File: src/vector_distance_engine_assert.svh
// ----------------------------------------------------------------------------
// Assertion macros for the vector distance engine.
// Each macro expands to a concurrent assertion, or to nothing for synthesis.
// ----------------------------------------------------------------------------
`ifndef VECTOR_DISTANCE_ENGINE_ASSERT_SVH
`define VECTOR_DISTANCE_ENGINE_ASSERT_SVH
`ifndef SYNTHESIS
`define VDE_ASSERT_IMPLIES(label, clk, rst, ante, cons) \
   label: assert property (@(posedge clk) disable iff (rst) (ante) |-> (cons)) \
      else $error("implication check failed");
`define VDE_ASSERT_NEVER(label, clk, rst, cond) \
   label: assert property (@(posedge clk) disable iff (rst) !(cond)) \
      else $error("forbidden condition seen");
`else
`define VDE_ASSERT_IMPLIES(label, clk, rst, ante, cons)
`define VDE_ASSERT_NEVER(label, clk, rst, cond)
`endif
`endif

File: src/vde_pkg.sv
`timescale 1ns / 1ps
// ----------------------------------------------------------------------------
// Vector distance engine package
// Shared widths, mode codes and the job record passed from front to back.
// ----------------------------------------------------------------------------
package vde_pkg;
   localparam int ELEM_W  = 16;
   localparam int SUM_W   = 44;
   localparam int DIST_W  = 48;
   localparam int THR_W   = 16;
   localparam int MODE_W  = 2;
   localparam int QUEUE_DEPTH_DEFAULT = 2;

   localparam logic [MODE_W-1:0] MODE_L2     = 2'd0;
   localparam logic [MODE_W-1:0] MODE_COSINE = 2'd1;
   localparam logic [MODE_W-1:0] MODE_INNER  = 2'd2;

   localparam logic [THR_W-1:0] THR_RESET = 16'd1;

   typedef struct packed {
      logic [MODE_W-1:0]       mode;
      logic [SUM_W-1:0]        square_diff_sum;
      logic signed [SUM_W-1:0] dot_sum;
      logic [SUM_W-1:0]        norm_a_sum;
      logic [SUM_W-1:0]        norm_b_sum;
   } job_type;

   typedef struct packed {
      logic    push;
      job_type job;
   } push_type;
endpackage

File: src/vde_queue.sv
`timescale 1ns / 1ps
// ----------------------------------------------------------------------------
// Vector distance engine job queue
// A short first-in first-out queue of finished sums between front and back.
// ----------------------------------------------------------------------------
module vde_queue #(
   parameter int DEPTH = vde_pkg::QUEUE_DEPTH_DEFAULT
) (
   input  logic              clock,
   input  logic              reset,
   input  vde_pkg::push_type push_in,
   input  logic              pop,
   output logic              full,
   output logic              empty,
   output vde_pkg::job_type  head
);
   import vde_pkg::*;
   `include "vector_distance_engine_assert.svh"

   localparam int PTR_W = (DEPTH > 1) ? $clog2(DEPTH) : 1;
   localparam int CNT_W = $clog2(DEPTH + 1);

   job_type            mem_ff [DEPTH];
   logic [PTR_W-1:0]   wr_ptr_ff, rd_ptr_ff;
   logic [CNT_W-1:0]   count_ff;

   assign full  = (count_ff == CNT_W'(DEPTH));
   assign empty = (count_ff == '0);
   assign head  = mem_ff[rd_ptr_ff];

   always_ff @(posedge clock) begin
      if (push_in.push) begin
         mem_ff[wr_ptr_ff] <= push_in.job;
      end
   end

   always_ff @(posedge clock) begin
      if (reset) begin
         wr_ptr_ff <= '0;
         rd_ptr_ff <= '0;
         count_ff <= '0;
      end else begin
         if (push_in.push) begin
            wr_ptr_ff <= (wr_ptr_ff == PTR_W'(DEPTH - 1)) ? '0 : wr_ptr_ff + 1'b1;
         end
         if (pop) begin
            rd_ptr_ff <= (rd_ptr_ff == PTR_W'(DEPTH - 1)) ? '0 : rd_ptr_ff + 1'b1;
         end
         if (push_in.push && !pop) begin
            count_ff <= count_ff + 1'b1;
         end else if (pop && !push_in.push) begin
            count_ff <= count_ff - 1'b1;
         end
      end
   end

   `VDE_ASSERT_NEVER(a_queue_over, clock, reset, count_ff > CNT_W'(DEPTH))
   `VDE_ASSERT_IMPLIES(a_pop_nonempty, clock, reset, pop, count_ff != '0)
   `VDE_ASSERT_IMPLIES(a_push_room, clock, reset, push_in.push, !full || pop)
endmodule

File: config.mk
export PLATFORM = sky130hd
export DESIGN_NAME = vde_queue
export DESIGN_NICKNAME = d
export VERILOG_FILES = /design/src/vde_pkg.sv /design/src/vde_queue.sv
export VERILOG_INCLUDE_DIRS = /design/src /design/src/src
export SDC_FILE = /design/constraint.sdc
export NUM_CORES = 1
export LEC_CHECK = 0
export ABC_AREA = 0
export BUFFER_PORTS_ARGS = -buffer_cell sky130_fd_sc_hd__buf_2
export CORE_MARGIN = 4
export CORE_UTILIZATION = 45
export DETAILED_ROUTE_END_ITERATION = 12
export HOLD_SLACK_MARGIN = 0.1
export PLACE_DENSITY = 0.7
export SKIP_LAST_GASP = 1
export SLEW_MARGIN = 20
export SYNTH_ARGS = -nofsm -noshare
export SYNTH_HDL_FRONTEND = slang
export SYNTH_SLANG_ARGS = --single-unit
File: constraint.sdc
create_clock -name clock -period 11 [get_ports clock]
set_clock_uncertainty 0.05 [all_clocks]
set_input_delay 0 -clock clock [delete_from_list [all_inputs] [get_ports clock]]
set_output_delay 0 -clock clock [all_outputs]
set_load 0.05 [all_outputs]
Yosys cells after proc, flatten, opt, wreduce, memory -nomap -nowiden
Memory sizes are Yosys's and may differ from the RTL's. A register that Yosys moved wholly into a read port is not among the register bits.
Cells that the tools add are included.
- bits in latches: 0
- memories: 1
- memory bits (read-only): 0
- register bits after elaboration: 4
- output and inout port bits: 180
- memory bits (writable): 356
- memories (memory ; words ; bits a word ; rd ports ; clocked after Yosys merged registers in ; wr ports ; line ; text):
    mem_ff ; 2 ; 178 ; 1 ; 1 ; 1 ; vde_queue.sv:23 ; job_type mem_ff [DEPTH];
- shift-type cells: 0
- muxes and demuxes: 8
- bitwise logic cells: 0
- $mul: 0
- $add $sub $neg: 4
- magnitude comparators: 0
- reduce and logical (&&, ||, !) cells: 6
- equal/unequal tests: 1
- divide/modulo/power cells: 0
- operators by type and width (operator ; number):
    2-to-1 mux 1 bit ; 6
    2-to-1 mux 2 bit ; 2
    adder 1 bit (second input constant) ; 2
    adder 2 x 1 -> 2 bit (second input constant) ; 1
    equality test 2 bit (second input constant) ; 1
    logical AND 1 bit ; 2
    logical NOT 1 bit ; 2
    logical NOT 2 bit ; 1
    nonzero test 2 bit ; 1
    subtractor 2 x 1 -> 2 bit (second input constant) ; 1

Logic depth before layout (Yosys ltp)
- depth after elaboration: 4
- mapped depth: 5
- gate-level depth less buffers: 5

Worst setup path after synthesis
No wires, ideal clock.
- path type: reg2reg
- from: reg wr_ptr_ff
- to: mem mem_ff[0][0] (netlist name) (enable)
- data required time: 10.210 ns
- data arrival time: 8.181 ns
- library setup time: 0.740 ns
- period minus slack after synthesis: 8.971 ns
- cell stages (with the launch flop): 2
- path slack: 2.029 ns
- cells stage by stage: dfxtp_1 -> nor2b_1
- RTL lines (what ; line ; text):
    start, declared ; vde_queue.sv:24 ; logic [PTR_W-1:0] wr_ptr_ff, rd_ptr_ff;
    start signal, assigned ; vde_queue.sv:44 ; wr_ptr_ff <= (wr_ptr_ff == PTR_W'(DEPTH - 1)) ? '0 : wr_ptr_ff + 1'b1;
    end, declared ; vde_queue.sv:23 ;
No word-level cell before the write port.

==> flow_summary.toml <==
[floorplanning]
dieWidth_microns = 181
start_util_pct = 45.6
num_io_pins = 362
die_h_microns = 181
num_rows = 63
die_area_sq_um = 32800
core_area_sq_um = 29600

[drt]
viasPerCell = 4.78
drc = 0
dr.pass1.iters = 7
wl_met3_microns = 2740
drt_wl_total_microns = 29700
drtIter0Drc = 405
detailroute.via_count = 7484
highest_layer = "met4"
routedWlPerCell_microns = 18.9
routed-wl-met2_microns = 14500
wl_met1_microns = 11600
ant_nets = 0

[power]
power_density_nw_per_um2 = 187
ir_drop_mv = 0.201
p_leak_nw = 7.28

[worst_setup_path]
critical-path-top-delay-family = "buffers and inverters"
crit_required_ns = 10.95
path_buf_inv = 3
worst_path_most_repeated_cell = "buf_4"
end_kind = "output port"
cp_cell_sequence = "buf_4 -> buf_4 -> mux2_4 -> buf_2"
crit_path_max_incr_delay_ns = 0.82
worstPathMaxFanout = 49
cp_slowest_cell = "dfxtp_4"
critPathArrivalTime_ns = 3.39
criticalPathCategory = "reg2out"
critPathLaunchType = "flop"

[yosys]
syn-num-nets = 759
synth_top_family_by_area = "multiplexers"
ys_seq_area_share_pct = 80.1
syn_inst = 576
ys_warn_count = 0
synth_xor_xnor_area_share_pct = 0.260
synth_compound_area_share_pct = 0.0743
syn-mean-instance-area_sq_um = 23.4
ys_ff_latch = 361
muxShareOfSynthArea_pct = 17.7
synth-adder-area-share_pct = 0.0929
syn_area_sq_um = 13500
yosysUniqueCellTypes = 16
synth-simple-area-share_pct = 0.325

[clocking]
insertion_delay_ns = 0.51
path_clk_slew_ns = 0.06
h-tree-depth = 2
cts.sinks = 361
cts_tree = "done"
cts_inserted_buffers = 38
cts-root-buf = "clkbuf_16"
cts_resized = 0
clockBufferDepth = 3

[timing]
setup_viol = 0
tns_ns = 0
post-route-period-util_pct = 31.2
slew_violations = 0
min_period_ns = 3.44
hold_viol = 0
rsz0062_at_grt = "no"
tightest_slew_ns = 0.940
slew_headroom_pct = 37.4
fmax_mhz = 291

[finish]
seq_area_sq_um = 10800
drive_above_1_share_pct = 51.2
area_growth_pct = 38.5
multi_input_area_sq_um = 2490
nets = 1330
fill_cells = 2054
finish.utilization_pct = 63.1

[global_route]
antenna_found_initial = 3
grt_use_total_pct = 17.5
grt_pass1_vias = 8132
grt_overflow = 0
grt_max_degree = 69
grt_pass1_wl_microns = 45400

[placement]
gp_congestion = 0.781
io_buffers = 361
dp_hpwl_microns = 18500

[min_path]
hp-class = "in2reg"

[run_status]
status = "complete, no violations"

[run]
drv_cap = 0
## metrics by stage
step           setup slack, ns  instances  hold WS, ns  total power, W  area (sq um)
5_1_grt                   7.40       1566        0.147         0.00362         18700
4_1_cts                   7.52       1563        0.136         0.00351         18700
3_3_place_gp              8.14       1315        0.137         0.00223         15600
2_1_floorplan             2.03        576       0.0191         0.00212         13500
6_report                  7.56       1566        0.162         0.00348         18700
3_5_place_dp              8.08       1315        0.141         0.00224         15600
## where the power goes
part / internal, W / switching, W
Clock: 0.000719 / 0.000496
Combinational: 0.000216 / 0.000415
Sequential: 0.00161 / 0.0000285
Total: 0.00254 / 0.000939
## final timing paths
path	endpoint	start	cells past startpoint	slack, ns
max	head[109]	flop	4	7.56
min	mem_ff[1][27]	push_in[27]	2	0.16
max reg2reg	mem_ff[0][130]	wr_ptr_ff	3	8.42
min reg2reg	count_ff[1]	count_ff[1]	2	0.47
## cell families after synthesis
kind of cell               Yosys count
adders and majority gates            1
muxes                              178
DFF                                361
and+or+nand+nor                      9
xor gates and xnor gates             4
buffers and inverters               21
AOI/OAI and AO/OA                    2
## cells in the mapped netlist
cell	number	share of area (%)
edfxtp_1	356	79
mux2_4	101	11
mux2_2	77	6.4
buf_6	15	1.3
buf_2	5	0.19
dfxtp_1	5	0.74
nor2_1	5	0.14
nor2b_1	2	0.093
xnor2_1	2	0.13
xor2_1	2	0.13
a21oi_1	1	0.037
and2_1	1	0.046
ha_1	1	0.093
inv_1	1	0.028
o21ai_0	1	0.037
or3_1	1	0.046
## metal layers
metal | up-vias | GRT usage [%]
li1 | 3439 | -
met1 | 3632 | 21.6
met2 | 358 | 29.3
met3 | 55 | 5.92
met4 | 0 | 5.34
met5 | - | 0
## registers in the layout, indices dropped and copies added (netlist names), named ones only
signal	count
rd_ptr_ff	1
wr_ptr_ff	1
mem_ff	356
count_ff	2
## timing repair
action                                  CTS  global route
hold buffers                            182             0
buffers inserted                          0             0
endpoints found under the setup margin    0             0
endpoints found under the hold margin   379             0
## layout make-up
type | count | share of cell area (%)
antenna | 3 | 0.0402
clock buffer | 46 | 5.37
clock inverter | 20 | 0.959
inverter | 1 | 0.0201
multi-input combinational | 194 | 13.4
sequential | 361 | 57.9
tap | 390 | 2.62
timing repair buffer | 551 | 19.8
## placed cells by master (no fill, tap or decap)
cell           synthesis  layout
dfxtp_1                5       4
clkinv_1               0       8
mux2_4               101     101
clkbuf_1               0       7
xor2_1                 2       2
inv_6                  0       3
nor2b_1                2       1
nor2b_4                0       1
ha_1                   1       1
clkbuf_16              0      39
mux2_2                77      77
edfxtp_1             356     356
buf_4                  0       8
xnor2_1                2       2
clkinvlp_4             0       1
inv_1                  1       1
diode_2                0       3
dfxtp_4                0       1
a21oi_1                1       1
nor2_1                 5       5
buf_2                  5     361
bufinv_16              0       3
dlygate4sd3_1          0     182
clkinv_2               0       5
and2_4                 0       1
o21ai_0                1       1
or3_1                  1       1
Power figures use the tool's default switching activity.
