$ cat src/vector_distance_engine_assert.svh
// ----------------------------------------------------------------------------
// Assertion macros for the vector distance engine.
// Each macro expands to a concurrent assertion, or to nothing for synthesis.
// ----------------------------------------------------------------------------
`ifndef VECTOR_DISTANCE_ENGINE_ASSERT_SVH
`define VECTOR_DISTANCE_ENGINE_ASSERT_SVH
`ifndef SYNTHESIS
`define VDE_ASSERT_IMPLIES(label, clk, rst, ante, cons) \
   label: assert property (@(posedge clk) disable iff (rst) (ante) |-> (cons)) \
      else $error("implication check failed");
`define VDE_ASSERT_NEVER(label, clk, rst, cond) \
   label: assert property (@(posedge clk) disable iff (rst) !(cond)) \
      else $error("forbidden condition seen");
`else
`define VDE_ASSERT_IMPLIES(label, clk, rst, ante, cons)
`define VDE_ASSERT_NEVER(label, clk, rst, cond)
`endif
`endif

$ cat src/vde_pkg.sv
`timescale 1ns / 1ps
// ----------------------------------------------------------------------------
// Vector distance engine package
// Shared widths, mode codes and the job record passed from front to back.
// ----------------------------------------------------------------------------
package vde_pkg;
   localparam int ELEM_W  = 16;
   localparam int SUM_W   = 44;
   localparam int DIST_W  = 48;
   localparam int THR_W   = 16;
   localparam int MODE_W  = 2;
   localparam int QUEUE_DEPTH_DEFAULT = 2;

   localparam logic [MODE_W-1:0] MODE_L2     = 2'd0;
   localparam logic [MODE_W-1:0] MODE_COSINE = 2'd1;
   localparam logic [MODE_W-1:0] MODE_INNER  = 2'd2;

   localparam logic [THR_W-1:0] THR_RESET = 16'd1;

   typedef struct packed {
      logic [MODE_W-1:0]       mode;
      logic [SUM_W-1:0]        square_diff_sum;
      logic signed [SUM_W-1:0] dot_sum;
      logic [SUM_W-1:0]        norm_a_sum;
      logic [SUM_W-1:0]        norm_b_sum;
   } job_type;

   typedef struct packed {
      logic    push;
      job_type job;
   } push_type;
endpackage

$ cat src/vde_ifs.sv
`timescale 1ns / 1ps
// ----------------------------------------------------------------------------
// Vector distance engine channels
// Valid/ready channels for element pairs and for distance results.
// ----------------------------------------------------------------------------
interface vde_req_if;
   logic                     valid;
   logic                     ready;
   logic [1:0]               mode;
   logic signed [15:0]       element_a;
   logic signed [15:0]       element_b;
   logic                     last;
   modport source (output valid, mode, element_a, element_b, last, input ready);
   modport sink (input valid, mode, element_a, element_b, last, output ready);
endinterface


$ cat src/vde_front.sv
`timescale 1ns / 1ps
// ----------------------------------------------------------------------------
// Vector distance engine front end
// Accepts element pairs, keeps the four saturating sums and queues a job on last.
// ----------------------------------------------------------------------------
module vde_front (
   input  logic              clock,
   input  logic              reset,
   vde_req_if.sink           req_chan,
   input  logic              queue_full,
   output vde_pkg::push_type push_out
);
   import vde_pkg::*;

   logic [SUM_W-1:0]        sd_ff, sd_in, na_ff, na_in, nb_ff, nb_in;
   logic signed [SUM_W-1:0] dot_ff, dot_in;
   logic [MODE_W-1:0]       mode_ff, mode_in;
   logic                    in_vector_ff, in_vector_in;
   logic                    take;
   logic [MODE_W-1:0]       cur_mode;
   logic signed [ELEM_W:0]  diff;
   logic [32:0]             sq_diff;
   logic [31:0]             sq_a, sq_b;
   logic signed [31:0]      prod_ab;
   logic [SUM_W:0]          sd_sum, na_sum, nb_sum;
   logic signed [SUM_W:0]   dot_sum;
   logic [SUM_W-1:0]        sd_sat, na_sat, nb_sat;
   logic signed [SUM_W-1:0] dot_sat;

   assign req_chan.ready = !queue_full;
   assign take = req_chan.valid && req_chan.ready;
   assign cur_mode = in_vector_ff ? mode_ff : req_chan.mode;

   always_comb begin
      diff    = (ELEM_W+1)'(req_chan.element_a) - (ELEM_W+1)'(req_chan.element_b);
      sq_diff = 33'(diff * diff);
      sq_a    = 32'(req_chan.element_a * req_chan.element_a);
      sq_b    = 32'(req_chan.element_b * req_chan.element_b);
      prod_ab = req_chan.element_a * req_chan.element_b;
      sd_sum  = {1'b0, sd_ff} + (SUM_W+1)'(sq_diff);
      na_sum  = {1'b0, na_ff} + (SUM_W+1)'(sq_a);
      nb_sum  = {1'b0, nb_ff} + (SUM_W+1)'(sq_b);
      dot_sum = (SUM_W+1)'(dot_ff) + (SUM_W+1)'(prod_ab);
      sd_sat  = sd_sum[SUM_W] ? {SUM_W{1'b1}} : sd_sum[SUM_W-1:0];
      na_sat  = na_sum[SUM_W] ? {SUM_W{1'b1}} : na_sum[SUM_W-1:0];
      nb_sat  = nb_sum[SUM_W] ? {SUM_W{1'b1}} : nb_sum[SUM_W-1:0];
      if (dot_sum[SUM_W] != dot_sum[SUM_W-1]) begin
         dot_sat = dot_sum[SUM_W] ? {1'b1, {(SUM_W-1){1'b0}}} : {1'b0, {(SUM_W-1){1'b1}}};
      end else begin
         dot_sat = dot_sum[SUM_W-1:0];
      end

      sd_in = sd_ff;
      na_in = na_ff;
      nb_in = nb_ff;
      dot_in = dot_ff;
      mode_in = mode_ff;
      in_vector_in = in_vector_ff;
      push_out.push = 1'b0;
      push_out.job.mode = cur_mode;
      push_out.job.square_diff_sum = sd_sat;
      push_out.job.dot_sum = dot_sat;
      push_out.job.norm_a_sum = na_sat;
      push_out.job.norm_b_sum = nb_sat;
      if (take) begin
         if (req_chan.last) begin
            push_out.push = 1'b1;
            sd_in = '0;
            na_in = '0;
            nb_in = '0;
            dot_in = '0;
            in_vector_in = 1'b0;
         end else begin
            sd_in = sd_sat;
            na_in = na_sat;
            nb_in = nb_sat;
            dot_in = dot_sat;
            mode_in = cur_mode;
            in_vector_in = 1'b1;
         end
      end
   end

   always_ff @(posedge clock) begin
      if (reset) begin
         sd_ff <= '0;
         na_ff <= '0;
         nb_ff <= '0;
         dot_ff <= '0;
         mode_ff <= '0;
         in_vector_ff <= 1'b0;
      end else begin
         sd_ff <= sd_in;
         na_ff <= na_in;
         nb_ff <= nb_in;
         dot_ff <= dot_in;
         mode_ff <= mode_in;
         in_vector_ff <= in_vector_in;
      end
   end
endmodule

$ cat src/flat_wrapper.sv
// flat-port wrapper written by rule: the top's interface ports become plain ports
module vde_front_flat import vde_pkg::*;
  (clock, reset, queue_full, push_out, req_chan_valid, req_chan_mode, req_chan_element_a, req_chan_element_b, req_chan_last, req_chan_ready);
  vde_req_if req_chan_i ();
  input  logic clock;
  input  logic reset;
  input  logic queue_full;
  output vde_pkg::push_type push_out;
  input wire logic [$bits(req_chan_i.valid)-1:0] req_chan_valid;
  input wire logic [$bits(req_chan_i.mode)-1:0] req_chan_mode;
  input wire logic [$bits(req_chan_i.element_a)-1:0] req_chan_element_a;
  input wire logic [$bits(req_chan_i.element_b)-1:0] req_chan_element_b;
  input wire logic [$bits(req_chan_i.last)-1:0] req_chan_last;
  output wire logic [$bits(req_chan_i.ready)-1:0] req_chan_ready;
  assign req_chan_i.valid = req_chan_valid;
  assign req_chan_i.mode = req_chan_mode;
  assign req_chan_i.element_a = req_chan_element_a;
  assign req_chan_i.element_b = req_chan_element_b;
  assign req_chan_i.last = req_chan_last;
  assign req_chan_ready = req_chan_i.ready;
  vde_front u_core (.clock(clock), .reset(reset), .req_chan(req_chan_i), .queue_full(queue_full), .push_out(push_out));
endmodule
$ cat config.mk
export PLATFORM = sky130hd
export DESIGN_NAME = vde_front_flat
export DESIGN_NICKNAME = d
export VERILOG_FILES = /design/src/vector_distance_engine_assert.svh /design/src/vde_pkg.sv /design/src/vde_ifs.sv /design/src/vde_front.sv /design/src/flat_wrapper.sv
export SDC_FILE = /design/constraint.sdc
export NUM_CORES = 2
export LEC_CHECK = 0
export BUFFER_PORTS_ARGS = -buffer_cell sky130_fd_sc_hd__buf_4
export CORE_MARGIN = 2
export CORE_UTILIZATION = 50
export CTS_BUF_LIST = sky130_fd_sc_hd__clkbuf_8 sky130_fd_sc_hd__clkbuf_16
export DETAILED_ROUTE_END_ITERATION = 10
export PLACE_DENSITY = 0.67
export SYNTH_ARGS = -nofsm -noshare
export SYNTH_HDL_FRONTEND = slang
export SYNTH_SLANG_ARGS = --single-unit
export TNS_END_PERCENT = 100
$ cat constraint.sdc
create_clock -name clock -period 12.6 [get_ports clock]
set_input_delay 0.63 -clock clock [delete_from_list [all_inputs] [get_ports clock]]
set_output_delay 0.63 -clock clock [all_outputs]
set_load 0.02 [all_outputs]
Word level (Yosys, flattened, before mapping)
Index checks and enable logic that the tools add are counted.

storage, ports and cells
  bits in registers = 179
  input bits = 39
  output and inout port bits = 180

cells by class
  add/subtract/negate cells = 5
  multipliers = 4
  eq/ne operators = 1
  mux-type cells = 13
  bitwise operators = 1
  reductions and logical operators = 3

operator list
  kind                          count
  2-to-1 mux 44 bit             9
  adder 44 x 32 -> 45 bit       3
  multiplier 16 x 16 -> 32 bit  3
  adder 44 x 33 -> 45 bit       1
  multiplier 17 x 17 -> 33 bit  1
  subtractor 16 x 16 -> 17 bit  1
  2-to-1 mux 1 bit              3
  2-to-1 mux 2 bit              1
  AND reduction 2 bit           1
  logical AND 1 bit             1
  zero test 1 bit               1
  inequality test 1 bit         1
  NOT 1 bit                     1

Longest topological paths before layout
  depth after elaboration = 5
  gate-level depth with buffers = 50
  gate-level depth less buffers = 46

Worst setup path before layout
No wires, ideal clock.

  path type = input to output
  start point = input port req_chan_element_a[1]
  end point = output port push_out[175] in the netlist's numbering
  arrival = 10977 ps
  data required time = 11970 ps
  path slack = 993 ps
  stages on the path = 44
  buffers on the path = 3
  path through = clkbuf_1 > clkinv_1 > clkbuf_1 > fa_1 > nor2b_1 > o21a_1 > o21ai_0 > a2111oi_0 > nor3_1 > or3_1 > xnor2_1 > inv_1 > clkbuf_1 > nand2_1 > fa_1 > inv_1 > fa_1 > inv_1 > (+8 left out) > nand2_1 > or3b_2 > o21ai_0 > a21o_1 > a21oi_1 > nor2b_1 > nor2_1 > nor4b_1 > a311o_1 > ha_1 > a21oi_1 > nand2_1 > and3_1 > a21oi_1 > o21ai_0 > o41ai_2 > nand4b_1 > mux2_2

RTL lines
  element          line                RTL
  start, declared  flat_wrapper.sv:11  input wire logic [$bits(req_chan_i.element_a)-1:0] req_chan_element_a;
  end, declared    flat_wrapper.sv:8   output vde_pkg::push_type push_out;

==> metrics.txt <==
outcome finished, final reports clean; CTS Hold Bufs 0; Total Die Area 110,000 um^2; Final nets 7,846; Net Count, Synth between 7,000 and 8,000; largest area contributor in the netlist fa_1; top-count cell post-synth inv_1; sequential share of the synthesized area 6.70%; Post-synth top cells inv_1 (1,336), fa_1 (1,094), nand2_1 (647); Clock Path Buffers 2; postcts setup bufs 0; Sink Count between 150 and 200; WP data arrival roughly 11 ns; initial DRC count 3,092; worst-skew pair later-pin latency approximately 0.53 ns; MaxCap Viol Count 0; core area about 110,000 um^2; Post-Syn Area between 50,000 and 60,000 um^2; Critical Path RT between 10 and 15 ns; share of cells above drive strength 1 under 10%; wire length of the first global-routing pass 241,000 um; number of global-route vias before repair 43,943; Post-synth EDFFs 0; post-synth cell types 87; Bufs and invs on worst path 8; endpoints failing hold 0; crit share post-route 96.1%; clock-pin slew on the worst setup and hold paths approximately 0.08 ns; Max Clk Rate approximately 83 MHz; slew margin rel. 27.1%; total CTS buffers 17; CTS tree yes; final WL about 150,000 um; CP Class primary input to primary output; Area Overhead vs Synth 7.13%; post-layout min period between 10 and 15 ns; Setup crit end kind primary output; cell area after layout about 57,000 um^2; hpwl dp around 120,000 um; die height between 300 and 400 um; setup violators final 0; global-route usage over all layers 28.4%; vias between 40,000 and 50,000; Yosys warnings 0; die width 331 um; Final Wtd Congestion 0.954; vias per cell approximately 5.5; fraction of registers with async set/reset 0%; H-Tree Depth 4; slowest CP cell fa_1; Worst Setup Start Kind primary input; final std cells w/o fill roughly 7,600; critical path's largest stage delay roughly 0.55 ns; Worst Skew 0.0284 ns; top-area cell type share of the netlist area around two fifths; Max FO, Critical Path 8; CTS root buffer clkbuf_16; worst hold path type flip-flop to flip-flop; initial antenna violation count 7; Placed Area about 57,000 um^2; placed cell count between 7,000 and 8,000; Starting Density 50.6%; DRT Pass-1 Iters 6; Worst-Margin Slew 1.09 ns; top_reg_cell synth dfxtp_1; Synth Register Bits approximately 180; DR DRC count 0; mean area per synthesized cell ~8.7 um^2; synthesized instance count ~6,100; largest cells by area after synthesis fa_1 (41%), ha_1 (12%), inv_1 (9.4%); Slew Limit Fails 0; # IOs ~220; CP delay by family, top adder cells; setup ws final about 0.49 ns; DR WL/cell slightly below 20 um; remaining antenna violation count 0; global route overflow 0; I/O Buffers 218; CP dominant cell by count fa_1; largest net degree at the start of global routing 72; FP Rows 119; pre-CTS setup slack -0.134 ns
==> area by class of cell <==
class	count	area, um^2
clock buffers	18	439
fillers	9866	48400
clock inverters	14	180
multi-input cells	4364	44000
inverters	1350	5070
diodes	3	7.51
well taps	1391	1740
flip-flops and latches	179	3580
repair buffers	300	2260
==> tightest hold or removal path, delay by kind of cell (launching register included) <==
family           cells  cell delay [ns]
AO/OA/AOI/OAI        1             0.05
AND/OR/NAND/NOR      1             0.05
flip-flops           1             0.32
==> metal layers <==
layer  vias to the layer above  share of wire [%]  global-route usage, %
li1                      19229                  -                      -
met1                     20971                 42                   38.9
met2                      1336                 46                   44.7
met3                       234                8.3                   6.37
met4                        10                3.3                   9.20
met5                         -               0.20                   1.74
==> path summary, 6_finish.rpt <==
check / startpoint / end / slack, ns / cells after the start
max: req_chan_element_a[0] / push_out[175] / 0.49 / 44
min: u_core.dot_ff[29]$_SDFFE_PP0P_ / u_core.dot_ff[29]$_SDFFE_PP0P_ / 0.46 / 2
max reg2reg: u_core.dot_ff[15]$_SDFFE_PP0P_ / u_core.dot_ff[9]$_SDFFE_PP0P_ / 5.22 / 20
min reg2reg: u_core.dot_ff[29]$_SDFFE_PP0P_ / u_core.dot_ff[29]$_SDFFE_PP0P_ / 0.46 / 2
==> cell usage in the layout (no fill, tap or decap), types with 10 or more instances in the layout <==
cell,netlist,final
and2_1,101,100
nand2b_1,44,44
xor2_1,87,87
a211oi_1,27,26
or3_1,12,11
a21o_1,123,123
o21ai_1,12,11
a21oi_1,210,209
a21boi_0,11,11
a22oi_1,60,60
dfxtp_1,179,179
o211ai_1,13,13
o21ai_0,126,126
o21ai_2,21,21
a41oi_1,10,10
nand3_1,56,56
xnor2_1,186,185
nor3_1,68,66
mux2_2,14,14
nand2_1,647,646
and4_1,13,13
inv_1,1336,1335
nor2_1,494,490
a31oi_1,30,30
ha_1,501,499
nand4_1,40,40
o21a_1,43,43
and3_1,32,32
a22o_1,47,47
fa_1,1094,1093
or2_2,16,16
nor4_1,10,10
o21bai_1,41,41
clkbuf_16,0,17
buf_4,2,299
nor2b_1,33,32
==> stage by stage <==
step | utilization [%] | TNS (ns) | hold slack [ns]
after global routing | 54.2 | -0.0398 | 0.481
after global placement | 53.5 | 0 | 0.438
after CTS | 54.1 | 0 | 0.464
after detailed placement | 53.5 | -0.284 | 0.445
final | 54.2 | 0 | 0.464
after floorplan | - | 0 | 0.429
==> cell families (layout without fill, tap and decap cells) <==
logic type,Yosys count,in the layout,share of synthesized area [%]
AND/OR/NAND/NOR,1589,1589,13.1
multiplexers,19,19,0.389
flip-flops,179,179,6.70
XOR/XNOR,273,273,4.47
buffers and inverters,1581,1682,11.2
other,0,3,0
AO/OA/AOI/OAI,888,888,11.4
adder cells (fa/ha/maj),1595,1595,52.7
==> repair_timing <==
action                                  CTS  global route
gates resized for setup                   2            15
pin swaps                                 0             1
endpoints found under the setup margin    4            44
hold endpoints to repair                  0             0
==> flip-flops by register name (all words and copies together), names as in the netlist <==
name                 count
u_core.dot_ff           44
u_core.na_ff            44
u_core.nb_ff            44
u_core.sd_ff            44
u_core.mode_ff           2
u_core.in_vector_ff      1
Power is left out: the tool's default activity adds up to more than one toggle a clock period on the data nets, which glitch-free logic cannot reach.
