File: config.mk
export PLATFORM = sky130hd
export DESIGN_NAME = vde_back_flat
export DESIGN_NICKNAME = d
export VERILOG_FILES = /design/src/vde_pkg.sv /design/src/vde_ifs.sv /design/src/vde_back.sv /design/src/flat_wrapper.sv
export VERILOG_INCLUDE_DIRS = /design/src /design/src/src
export SDC_FILE = /design/constraint.sdc
export NUM_CORES = 2
export LEC_CHECK = 0
export ABC_AREA = 1
export BUFFER_PORTS_ARGS = -buffer_cell sky130_fd_sc_hd__buf_2
export CAP_MARGIN = 20
export CORE_MARGIN = 1
export CORE_UTILIZATION = 55
export DETAILED_ROUTE_END_ITERATION = 8
export PLACE_DENSITY = 0.73
export SYNTH_ARGS = -nofsm -noshare
export SYNTH_HDL_FRONTEND = slang
export SYNTH_SLANG_ARGS = --single-unit
File: constraint.sdc
create_clock -name clock -period 19.38 [get_ports clock]
set_input_delay 5.814 -clock clock [delete_from_list [all_inputs] [get_ports clock]]
set_output_delay 5.814 -clock clock [all_outputs]
set_load 0.005 [all_outputs]
File: src/vector_distance_engine_assert.svh
// ----------------------------------------------------------------------------
// Assertion macros for the vector distance engine.
// Each macro expands to a concurrent assertion, or to nothing for synthesis.
// ----------------------------------------------------------------------------
`ifndef VECTOR_DISTANCE_ENGINE_ASSERT_SVH
`define VECTOR_DISTANCE_ENGINE_ASSERT_SVH
`ifndef SYNTHESIS
`define VDE_ASSERT_IMPLIES(label, clk, rst, ante, cons) \
   label: assert property (@(posedge clk) disable iff (rst) (ante) |-> (cons)) \
      else $error("implication check failed");
`define VDE_ASSERT_NEVER(label, clk, rst, cond) \
   label: assert property (@(posedge clk) disable iff (rst) !(cond)) \
      else $error("forbidden condition seen");
`else
`define VDE_ASSERT_IMPLIES(label, clk, rst, ante, cons)
`define VDE_ASSERT_NEVER(label, clk, rst, cond)
`endif
`endif

File: src/vde_pkg.sv
`timescale 1ns / 1ps
// ----------------------------------------------------------------------------
// Vector distance engine package
// Shared widths, mode codes and the job record passed from front to back.
// ----------------------------------------------------------------------------
package vde_pkg;
   localparam int ELEM_W  = 16;
   localparam int SUM_W   = 44;
   localparam int DIST_W  = 48;
   localparam int THR_W   = 16;
   localparam int MODE_W  = 2;
   localparam int QUEUE_DEPTH_DEFAULT = 2;

   localparam logic [MODE_W-1:0] MODE_L2     = 2'd0;
   localparam logic [MODE_W-1:0] MODE_COSINE = 2'd1;
   localparam logic [MODE_W-1:0] MODE_INNER  = 2'd2;

   localparam logic [THR_W-1:0] THR_RESET = 16'd1;

   typedef struct packed {
      logic [MODE_W-1:0]       mode;
      logic [SUM_W-1:0]        square_diff_sum;
      logic signed [SUM_W-1:0] dot_sum;
      logic [SUM_W-1:0]        norm_a_sum;
      logic [SUM_W-1:0]        norm_b_sum;
   } job_type;

   typedef struct packed {
      logic    push;
      job_type job;
   } push_type;
endpackage

File: src/vde_ifs.sv


interface vde_rsp_if;
   logic                     valid;
   logic                     ready;
   logic signed [47:0]       distance;
   logic                     is_null;
   modport source (output valid, distance, is_null, input ready);
   modport sink (input valid, distance, is_null, output ready);
endinterface

File: src/vde_back.sv
`timescale 1ns / 1ps
// ----------------------------------------------------------------------------
// Vector distance engine back end
// Turns queued sums into a distance with a shared square root and a divider.
// ----------------------------------------------------------------------------
module vde_back (
   input  logic                       clock,
   input  logic                       reset,
   input  logic                       csr_write_enable,
   input  logic [vde_pkg::THR_W-1:0]  csr_write_data,
   input  logic                       queue_empty,
   input  vde_pkg::job_type           queue_head,
   output logic                       queue_pop,
   vde_rsp_if.source                  rsp_chan
);
   import vde_pkg::*;
   `include "vector_distance_engine_assert.svh"

   localparam int RT_W  = 61;
   localparam int DVD_W = SUM_W + 32;
   localparam int REM_W = 61;
   localparam int DIV_STEPS = DVD_W;

   typedef enum logic [2:0] {ST_IDLE, ST_SQRT, ST_MUL, ST_DIV, ST_DONE} state_type;

   state_type               state_ff, state_in;
   logic [THR_W-1:0]        thr_ff;
   job_type                 job_ff, job_in;
   logic                    phase_ff, phase_in;
   logic [RT_W-1:0]         v_ff, v_in, r_ff, r_in, bit_ff, bit_in;
   logic [29:0]             ra_ff, ra_in;
   logic [59:0]             divisor_ff, divisor_in;
   logic [DVD_W-1:0]        dvd_ff, dvd_in;
   logic [REM_W-1:0]        rem_ff, rem_in;
   logic [32:0]             q_ff, q_in;
   logic [6:0]              cnt_ff, cnt_in;
   logic signed [DIST_W-1:0] res_dist_ff, res_dist_in;
   logic                    res_null_ff, res_null_in;
   logic                    out_valid_ff, out_valid_in;
   logic signed [DIST_W-1:0] out_dist_ff, out_dist_in;
   logic                    out_null_ff, out_null_in;

   logic [RT_W-1:0]         sq_t;
   logic [REM_W:0]          rem_sh;
   logic [33:0]             q_next;
   logic [SUM_W-1:0]        mag;
   logic                    is_zero_norm;

   assign rsp_chan.valid    = out_valid_ff;
   assign rsp_chan.distance = out_dist_ff;
   assign rsp_chan.is_null  = out_null_ff;

   always_comb begin
      state_in = state_ff;
      job_in = job_ff;
      phase_in = phase_ff;
      v_in = v_ff;
      r_in = r_ff;
      bit_in = bit_ff;
      ra_in = ra_ff;
      divisor_in = divisor_ff;
      dvd_in = dvd_ff;
      rem_in = rem_ff;
      q_in = q_ff;
      cnt_in = cnt_ff;
      res_dist_in = res_dist_ff;
      res_null_in = res_null_ff;
      out_valid_in = out_valid_ff && !rsp_chan.ready;
      out_dist_in = out_dist_ff;
      out_null_in = out_null_ff;
      queue_pop = 1'b0;

      sq_t = r_ff + bit_ff;
      rem_sh = {rem_ff, dvd_ff[DVD_W-1]};
      q_next = {q_ff, 1'b0};
      mag = job_ff.dot_sum[SUM_W-1] ? SUM_W'(-job_ff.dot_sum) : SUM_W'(job_ff.dot_sum);
      is_zero_norm = (queue_head.norm_a_sum == '0) || (queue_head.norm_b_sum == '0) ||
                     (queue_head.norm_a_sum < SUM_W'(thr_ff)) ||
                     (queue_head.norm_b_sum < SUM_W'(thr_ff));

      case (state_ff)
         ST_IDLE: begin
            if (!queue_empty) begin
               queue_pop = 1'b1;
               job_in = queue_head;
               phase_in = 1'b0;
               r_in = '0;
               bit_in = RT_W'(1) << 60;
               res_dist_in = '0;
               res_null_in = 1'b0;
               state_in = ST_DONE;
               case (queue_head.mode)
                  MODE_L2: begin
                     v_in = RT_W'({queue_head.square_diff_sum, 16'd0});
                     state_in = ST_SQRT;
                  end
                  MODE_COSINE: begin
                     if (is_zero_norm) begin
                        res_null_in = 1'b1;
                     end else begin
                        v_in = RT_W'({queue_head.norm_a_sum, 16'd0});
                        state_in = ST_SQRT;
                     end
                  end
                  MODE_INNER: begin
                     res_dist_in = DIST_W'(queue_head.dot_sum);
                  end
                  default: begin
                     res_dist_in = '0;
                  end
               endcase
            end
         end
         ST_SQRT: begin
            if (v_ff >= sq_t) begin
               v_in = v_ff - sq_t;
               r_in = (r_ff >> 1) + bit_ff;
            end else begin
               r_in = r_ff >> 1;
            end
            bit_in = bit_ff >> 2;
            if (bit_ff == RT_W'(1)) begin
               if (job_ff.mode == MODE_L2) begin
                  res_dist_in = DIST_W'(r_in);
                  state_in = ST_DONE;
               end else if (!phase_ff) begin
                  ra_in = r_in[29:0];
                  phase_in = 1'b1;
                  v_in = RT_W'({job_ff.norm_b_sum, 16'd0});
                  r_in = '0;
                  bit_in = RT_W'(1) << 60;
               end else begin
                  state_in = ST_MUL;
               end
            end
         end
         ST_MUL: begin
            divisor_in = 60'(ra_ff * r_ff[29:0]);
            dvd_in = {mag, 32'd0};
            rem_in = '0;
            q_in = '0;
            cnt_in = '0;
            state_in = ST_DIV;
         end
         ST_DIV: begin
            if (rem_sh >= (REM_W+1)'(divisor_ff)) begin
               rem_in = REM_W'(rem_sh - (REM_W+1)'(divisor_ff));
               q_next[0] = 1'b1;
            end else begin
               rem_in = REM_W'(rem_sh);
            end
            q_in = (q_next > 34'h1_0000_0000) ? 33'h1_0000_0000 : q_next[32:0];
            dvd_in = dvd_ff << 1;
            cnt_in = cnt_ff + 1'b1;
            if (cnt_ff == 7'(DIV_STEPS - 1)) begin
               if (job_ff.dot_sum[SUM_W-1]) begin
                  res_dist_in = DIST_W'(65536) + DIST_W'(q_in);
               end else begin
                  res_dist_in = DIST_W'(65536) - DIST_W'(q_in);
               end
               state_in = ST_DONE;
            end
         end
         ST_DONE: begin
            if (!out_valid_ff || rsp_chan.ready) begin
               out_valid_in = 1'b1;
               out_dist_in = res_dist_ff;
               out_null_in = res_null_ff;
               state_in = ST_IDLE;
            end
         end
         default: begin
            state_in = ST_IDLE;
         end
      endcase
   end

   always_ff @(posedge clock) begin
      if (reset) begin
         state_ff <= ST_IDLE;
         out_valid_ff <= 1'b0;
         thr_ff <= THR_RESET;
      end else begin
         state_ff <= state_in;
         out_valid_ff <= out_valid_in;
         if (csr_write_enable) begin
            thr_ff <= csr_write_data;
         end
      end
      job_ff <= job_in;
      phase_ff <= phase_in;
      v_ff <= v_in;
      r_ff <= r_in;
      bit_ff <= bit_in;
      ra_ff <= ra_in;
      divisor_ff <= divisor_in;
      dvd_ff <= dvd_in;
      rem_ff <= rem_in;
      q_ff <= q_in;
      cnt_ff <= cnt_in;
      res_dist_ff <= res_dist_in;
      res_null_ff <= res_null_in;
      out_dist_ff <= out_dist_in;
      out_null_ff <= out_null_in;
   end

   `VDE_ASSERT_IMPLIES(a_div_nonzero, clock, reset, state_ff == ST_DIV, divisor_ff != '0)
   `VDE_ASSERT_IMPLIES(a_pop_idle, clock, reset, queue_pop, state_ff == ST_IDLE)
endmodule
File: src/flat_wrapper.sv
// flat-port wrapper written by rule: the top's interface ports become plain ports
module vde_back_flat import vde_pkg::*;
  (clock, reset, csr_write_enable, csr_write_data, queue_empty, queue_head, queue_pop, rsp_chan_valid, rsp_chan_distance, rsp_chan_is_null, rsp_chan_ready);
  vde_rsp_if rsp_chan_i ();
  input  logic clock;
  input  logic reset;
  input  logic csr_write_enable;
  input  logic [vde_pkg::THR_W-1:0] csr_write_data;
  input  logic queue_empty;
  input  vde_pkg::job_type queue_head;
  output logic queue_pop;
  output wire logic [$bits(rsp_chan_i.valid)-1:0] rsp_chan_valid;
  output wire logic [$bits(rsp_chan_i.distance)-1:0] rsp_chan_distance;
  output wire logic [$bits(rsp_chan_i.is_null)-1:0] rsp_chan_is_null;
  input wire logic [$bits(rsp_chan_i.ready)-1:0] rsp_chan_ready;
  assign rsp_chan_valid = rsp_chan_i.valid;
  assign rsp_chan_distance = rsp_chan_i.distance;
  assign rsp_chan_is_null = rsp_chan_i.is_null;
  assign rsp_chan_i.ready = rsp_chan_ready;
  vde_back u_core (.clock(clock), .reset(reset), .csr_write_enable(csr_write_enable), .csr_write_data(csr_write_data), .queue_empty(queue_empty), .queue_head(queue_head), .queue_pop(queue_pop), .rsp_chan(rsp_chan_i));
endmodule
# Word level (Yosys, flattened, before mapping)
# Index checks and enable logic that the tools add are counted.
# Widths: inputs -> output; s select.
# classes
add_sub_neg	8
n_mul	1
n_lt_le_gt_ge	5
eq_ne	17
mux	53
n_bitwise	3
reduce_logical	23
# op_table
op	n
$mux 61	16
$pmux 61 s2	5
$mux 48	6
$pmux 76 s2	1
$pmux 48 s3	1
$logic_not 44->1	2
$lt 44x16->1	2
$pmux 33 s2	1
$ge 62x60->1	1
$add 60x61->61	1
$add 61x61->61	1
$eq 61x1->1 const B	1
$ge 61x61->1	1
$sub 61x60->61	1
$sub 61x61->61	1
$mul 30x30->60	1
$mux 44	1
$neg 44->44	1
$add 17x33->34 const A	1
$gt 34x33->1 const B	1
$sub 17x33->34 const A	1
$mux 33	1
$mux 3	7
$pmux 3 s5	1
other kinds (26)	54
# totals
ff_bits	659
out_inout_bits	51
elab_cells	130

# Longest topological paths before layout
# logic_depth
word_depth	9
mapped_depth	34
ltp_nobuf	34

# Worst setup path before layout
# Ideal clock, no wire load.
# synth_path
path_kind	input-to-reg
start	input queue_empty
end	register u_core.v_ff[0], enable pin
setup_ns	0.573
arrival_time_ns	16.711
required_time_ns	18.807
path_slack_ns	2.096
path_stages	4
n_path_buf	0
path_cell_list	nor2_1 inv_1 nand2_1 a21boi_0
# synth_between
elab_chain_len	2
# synth_lines
element	line	source
start, declared	flat_wrapper.sv:9	input logic queue_empty;
$ne 2x2->1 (no source line)	n/a	
$reduce_and 4->1 (no source line)	n/a	
end signal, assigned	vde_back.sv:192	v_ff <= v_in;
end, declared	vde_back.sv:30	logic [RT_W-1:0] v_ff, v_in, r_ff, r_in, bit_ff, bit_in;
# Every way passes these cells.
# A chain may end at the register's enable or synchronous reset.

# Final worst setup path
# layout_path
start	input queue_empty
end	output queue_pop
# layout_between
elab_chain_len	2
# layout_lines
element	line	source
$mux 1	vde_back.sv:83	if (!queue_empty) begin
$mux 1	vde_back.sv:81	case (state_ff)
end, declared	flat_wrapper.sv:11	output logic queue_pop;
# Every way passes these cells.

==> reports/results.txt <==
Status = completed
FP Rows = 131
Die Y = 361 um
Largest net degree at the start of global routing = 122
Clk sinks = 597
Hold depth = 0
Worst endpoint data arrival time = 6840 ps
Hold Crit Class = flop to flop
Core Region = 128,000 um^2
Tightest Pin Transition = 1170 ps
Ant. Diodes = 0
Max_slew headroom = 21.4%
Iter 0 DRT Violations = 5,577
Setup TNS = 0 ps
Syn. warnings = 0
Mean post-synth cell area = 7.93 um^2
Initial antenna violation count = 5
IO Port Bufs = 249
Global route total overflow = 0
Clock buffer depth = 3
Async SR Flop Fraction = 0%
HP Start = u_core.res_dist_ff[32]
Layout cells sized above 1 = 6.34%
Drt via density = 5.59
Final setup viols = 0
DRT Pass-1 Iters = 8
Vias in the first global route = 60.0k
CP Class = input port to primary output
Inserted Clock Buffers = 67
Reg2Reg Capture Point = u_core.divisor_ff[56]
Startpoint Class = input port
CP max stage delay = 530 ps
Final slew viol count = 0
Post_cts resized = 0
Final Hold Fails = 0
DRC viols = 0
Starting density of the core = 55.5%
Worst Reg-to-Reg Cells = 27
Sequential-to-total area share from yosys stat = 25.0%
DR vias = 60.0k
Final worst-path cycle share = 65.3%
Die area = 130,000 um^2
CP Data Required Time = 13,570 ps
All-Layer GR Usage = 32.6%
Post-Syn Nets = 10.4k
Synth Cell Area = 70,900 um^2
I/O pins = 250
CTS hold repair buffers = 0
Die width = 361 um
Reg2reg setup slack = 10,660 ps
Crit path cell chain = buf_2, nor2_4, buf_4, buf_2
Area growth, synth to finish = 7.22%
Clock Skew = 33.6 ps
Synthesized flop and latch total = 597
Critical Path Sink Type = primary output
Crit-path max FO = 48
Final wirelength = 212 mm
Layout net count = 10.5k
First-pass GRT wire length = 331 mm
Max Cap Viol = 0
CP max stage cell = buf_4
Post-synthesis cell count = 8,938
Min Tclk post-route = 12,650 ps
CTS Root Cell = clkbuf_16
Worst r2r src = u_core.r_ff[7]
Setup Buffers After CTS = 0
TritonCTS clock tree = done
WL per Instance = 19.7 um
CTS clk-pin slew, worst paths = 60 ps
Hold path endpoint = u_core.rsp_chan.distance[32]
ANT nets after route = 0
CTS H-tree depth = 3
F_max = 0.0791 GHz
GPL Wtd Cong = 0.962
Synth cell types = 69
RSZ-0062 raised after global routing = no
Most frequent CP cell = buf_2
Ys flop type = edfxtp_1
EDFF count, synth = 577
DP Wirelength = 164 mm
Worst skew pair latency = 690 ps
[through the flow]
stage | hold WS [ps] | util (%) | std cells | worst slack, ps | area (um^2)
2_1_floorplan | 400 | - | 8938 | 2100 | 70900
3_3_place_gp | 401 | 57.7 | 10600 | 6720 | 73700
3_5_place_dp | 405 | 57.7 | 10600 | 6710 | 73700
4_1_cts | 407 | 59.5 | 10700 | 6710 | 76000
5_1_grt | 405 | 59.5 | 10700 | 6670 | 76000
6_report | 410 | 59.5 | 10700 | 6730 | 76000
[layer usage]
layer  GRT usage (%)  part of all wire [%]
met1            44.3                    41
met2            52.3                    45
met3            6.38                   9.7
met4            10.7                   3.9
met5               0                 0.029
[critical path, delay by kind of cell]
kind	cells	cell delay, ps
buffers and inverters	3	880
and+or+nand+nor	1	90
[layout by cell type, fill, tap and decap left out, drive strengths merged, types with 6 or more instances in the layout]
| master | Yosys | final |
|---|---|---|
| nand2 | 2038 | 2038 |
| inv | 2016 | 2020 |
| fa | 782 | 782 |
| nor2 | 660 | 660 |
| edfxtp | 577 | 577 |
| o21ai | 495 | 495 |
| ha | 467 | 467 |
| a21oi | 451 | 451 |
| buf | 39 | 347 |
| nand3 | 249 | 249 |
| xor2 | 169 | 169 |
| xnor2 | 133 | 133 |
| o211ai | 81 | 81 |
| clkbuf | 296 | 73 |
| a31oi | 63 | 63 |
| nor3 | 62 | 62 |
| nor4 | 62 | 62 |
| o21bai | 49 | 49 |
| nand4 | 42 | 42 |
| a21o | 32 | 32 |
| clkinv | 4 | 30 |
| or2 | 28 | 28 |
| o21a | 27 | 27 |
| dfxtp | 20 | 20 |
| o31ai | 13 | 13 |
| nand3b | 11 | 11 |
| a211oi | 11 | 11 |
| bufinv | 0 | 10 |
| a21boi | 9 | 9 |
| o221ai | 6 | 6 |
| and3 | 6 | 6 |
[registers in the layout (all words and copies together) (netlist names), 3 cells and up]
name and flops:
u_core.job_ff 90, u_core.thr_ff 16, u_core.r_ff 61, u_core.rsp_chan.distance 48, u_core.res_dist_ff 48, u_core.cnt_ff 7, u_core.bit_ff 31, u_core.rem_ff 61
u_core.dvd_ff 44, u_core.v_ff 61, u_core.q_ff 33, u_core.ra_ff 30, u_core.state_ff 3, u_core.divisor_ff 60
[synthesized netlist by cell type (13+ instances only)]
master    instances  area, um^2
o21ai_0         449        2250
a21oi_1         447        2240
or2_2            25         156
fa_1            782       15700
o21a_1           27         203
nand3_1         247        1240
inv_2            22        82.6
o21bai_1         49         368
o31ai_1          13        97.6
o21ai_1          38         190
inv_1          1994        7480
nand2_2          17         106
clkbuf_1        296        1110
ha_1            467        5840
nor4_1           61         382
xnor2_1         133        1160
o211ai_1         81         608
nand4_1          42         263
nor3_1           62         310
dfxtp_1          20         400
buf_2            21         105
nor2_1          640        2400
nor2_2           16         100
a31oi_1          63         394
edfxtp_1        577       17300
nand2_1        2011        7550
xor2_1          169        1480
a21o_1           32         240
[cell type report]
class	instances	area [um^2]
Clock buffer	73	1700
Clock inverter	43	574
Fill cell	11400	51700
Inverter	2020	7580
Multi-Input combinational cell	5986	44300
Sequential cell	597	17700
Tap cell	1662	2080
Timing Repair Buffer	347	2020
[worst max path at each step]
stage,cells past startpoint,from,endpoint
floorplan,4,queue_empty,u_core.v_ff[0]
global placement,4,queue_empty,queue_pop
detailed placement,4,queue_empty,queue_pop
CTS,4,queue_empty,queue_pop
global route,4,queue_empty,queue_pop
finish,4,queue_empty,queue_pop
[logic make-up after synthesis]
| logic type | Yosys count | synth area share [%] |
|---|---|---|
| AND/OR/NAND/NOR | 3163 | 18.2 |
| buffers and inverters | 2355 | 12.6 |
| AO/OA/AOI/OAI | 1272 | 10.2 |
| adder cells (fa/ha/maj) | 1249 | 30.3 |
| flip-flops | 597 | 25.0 |
| XOR/XNOR | 302 | 3.73 |
Power is not shown: default switching activity piles up to over one toggle a cycle in this logic, so the estimate is an artifact.
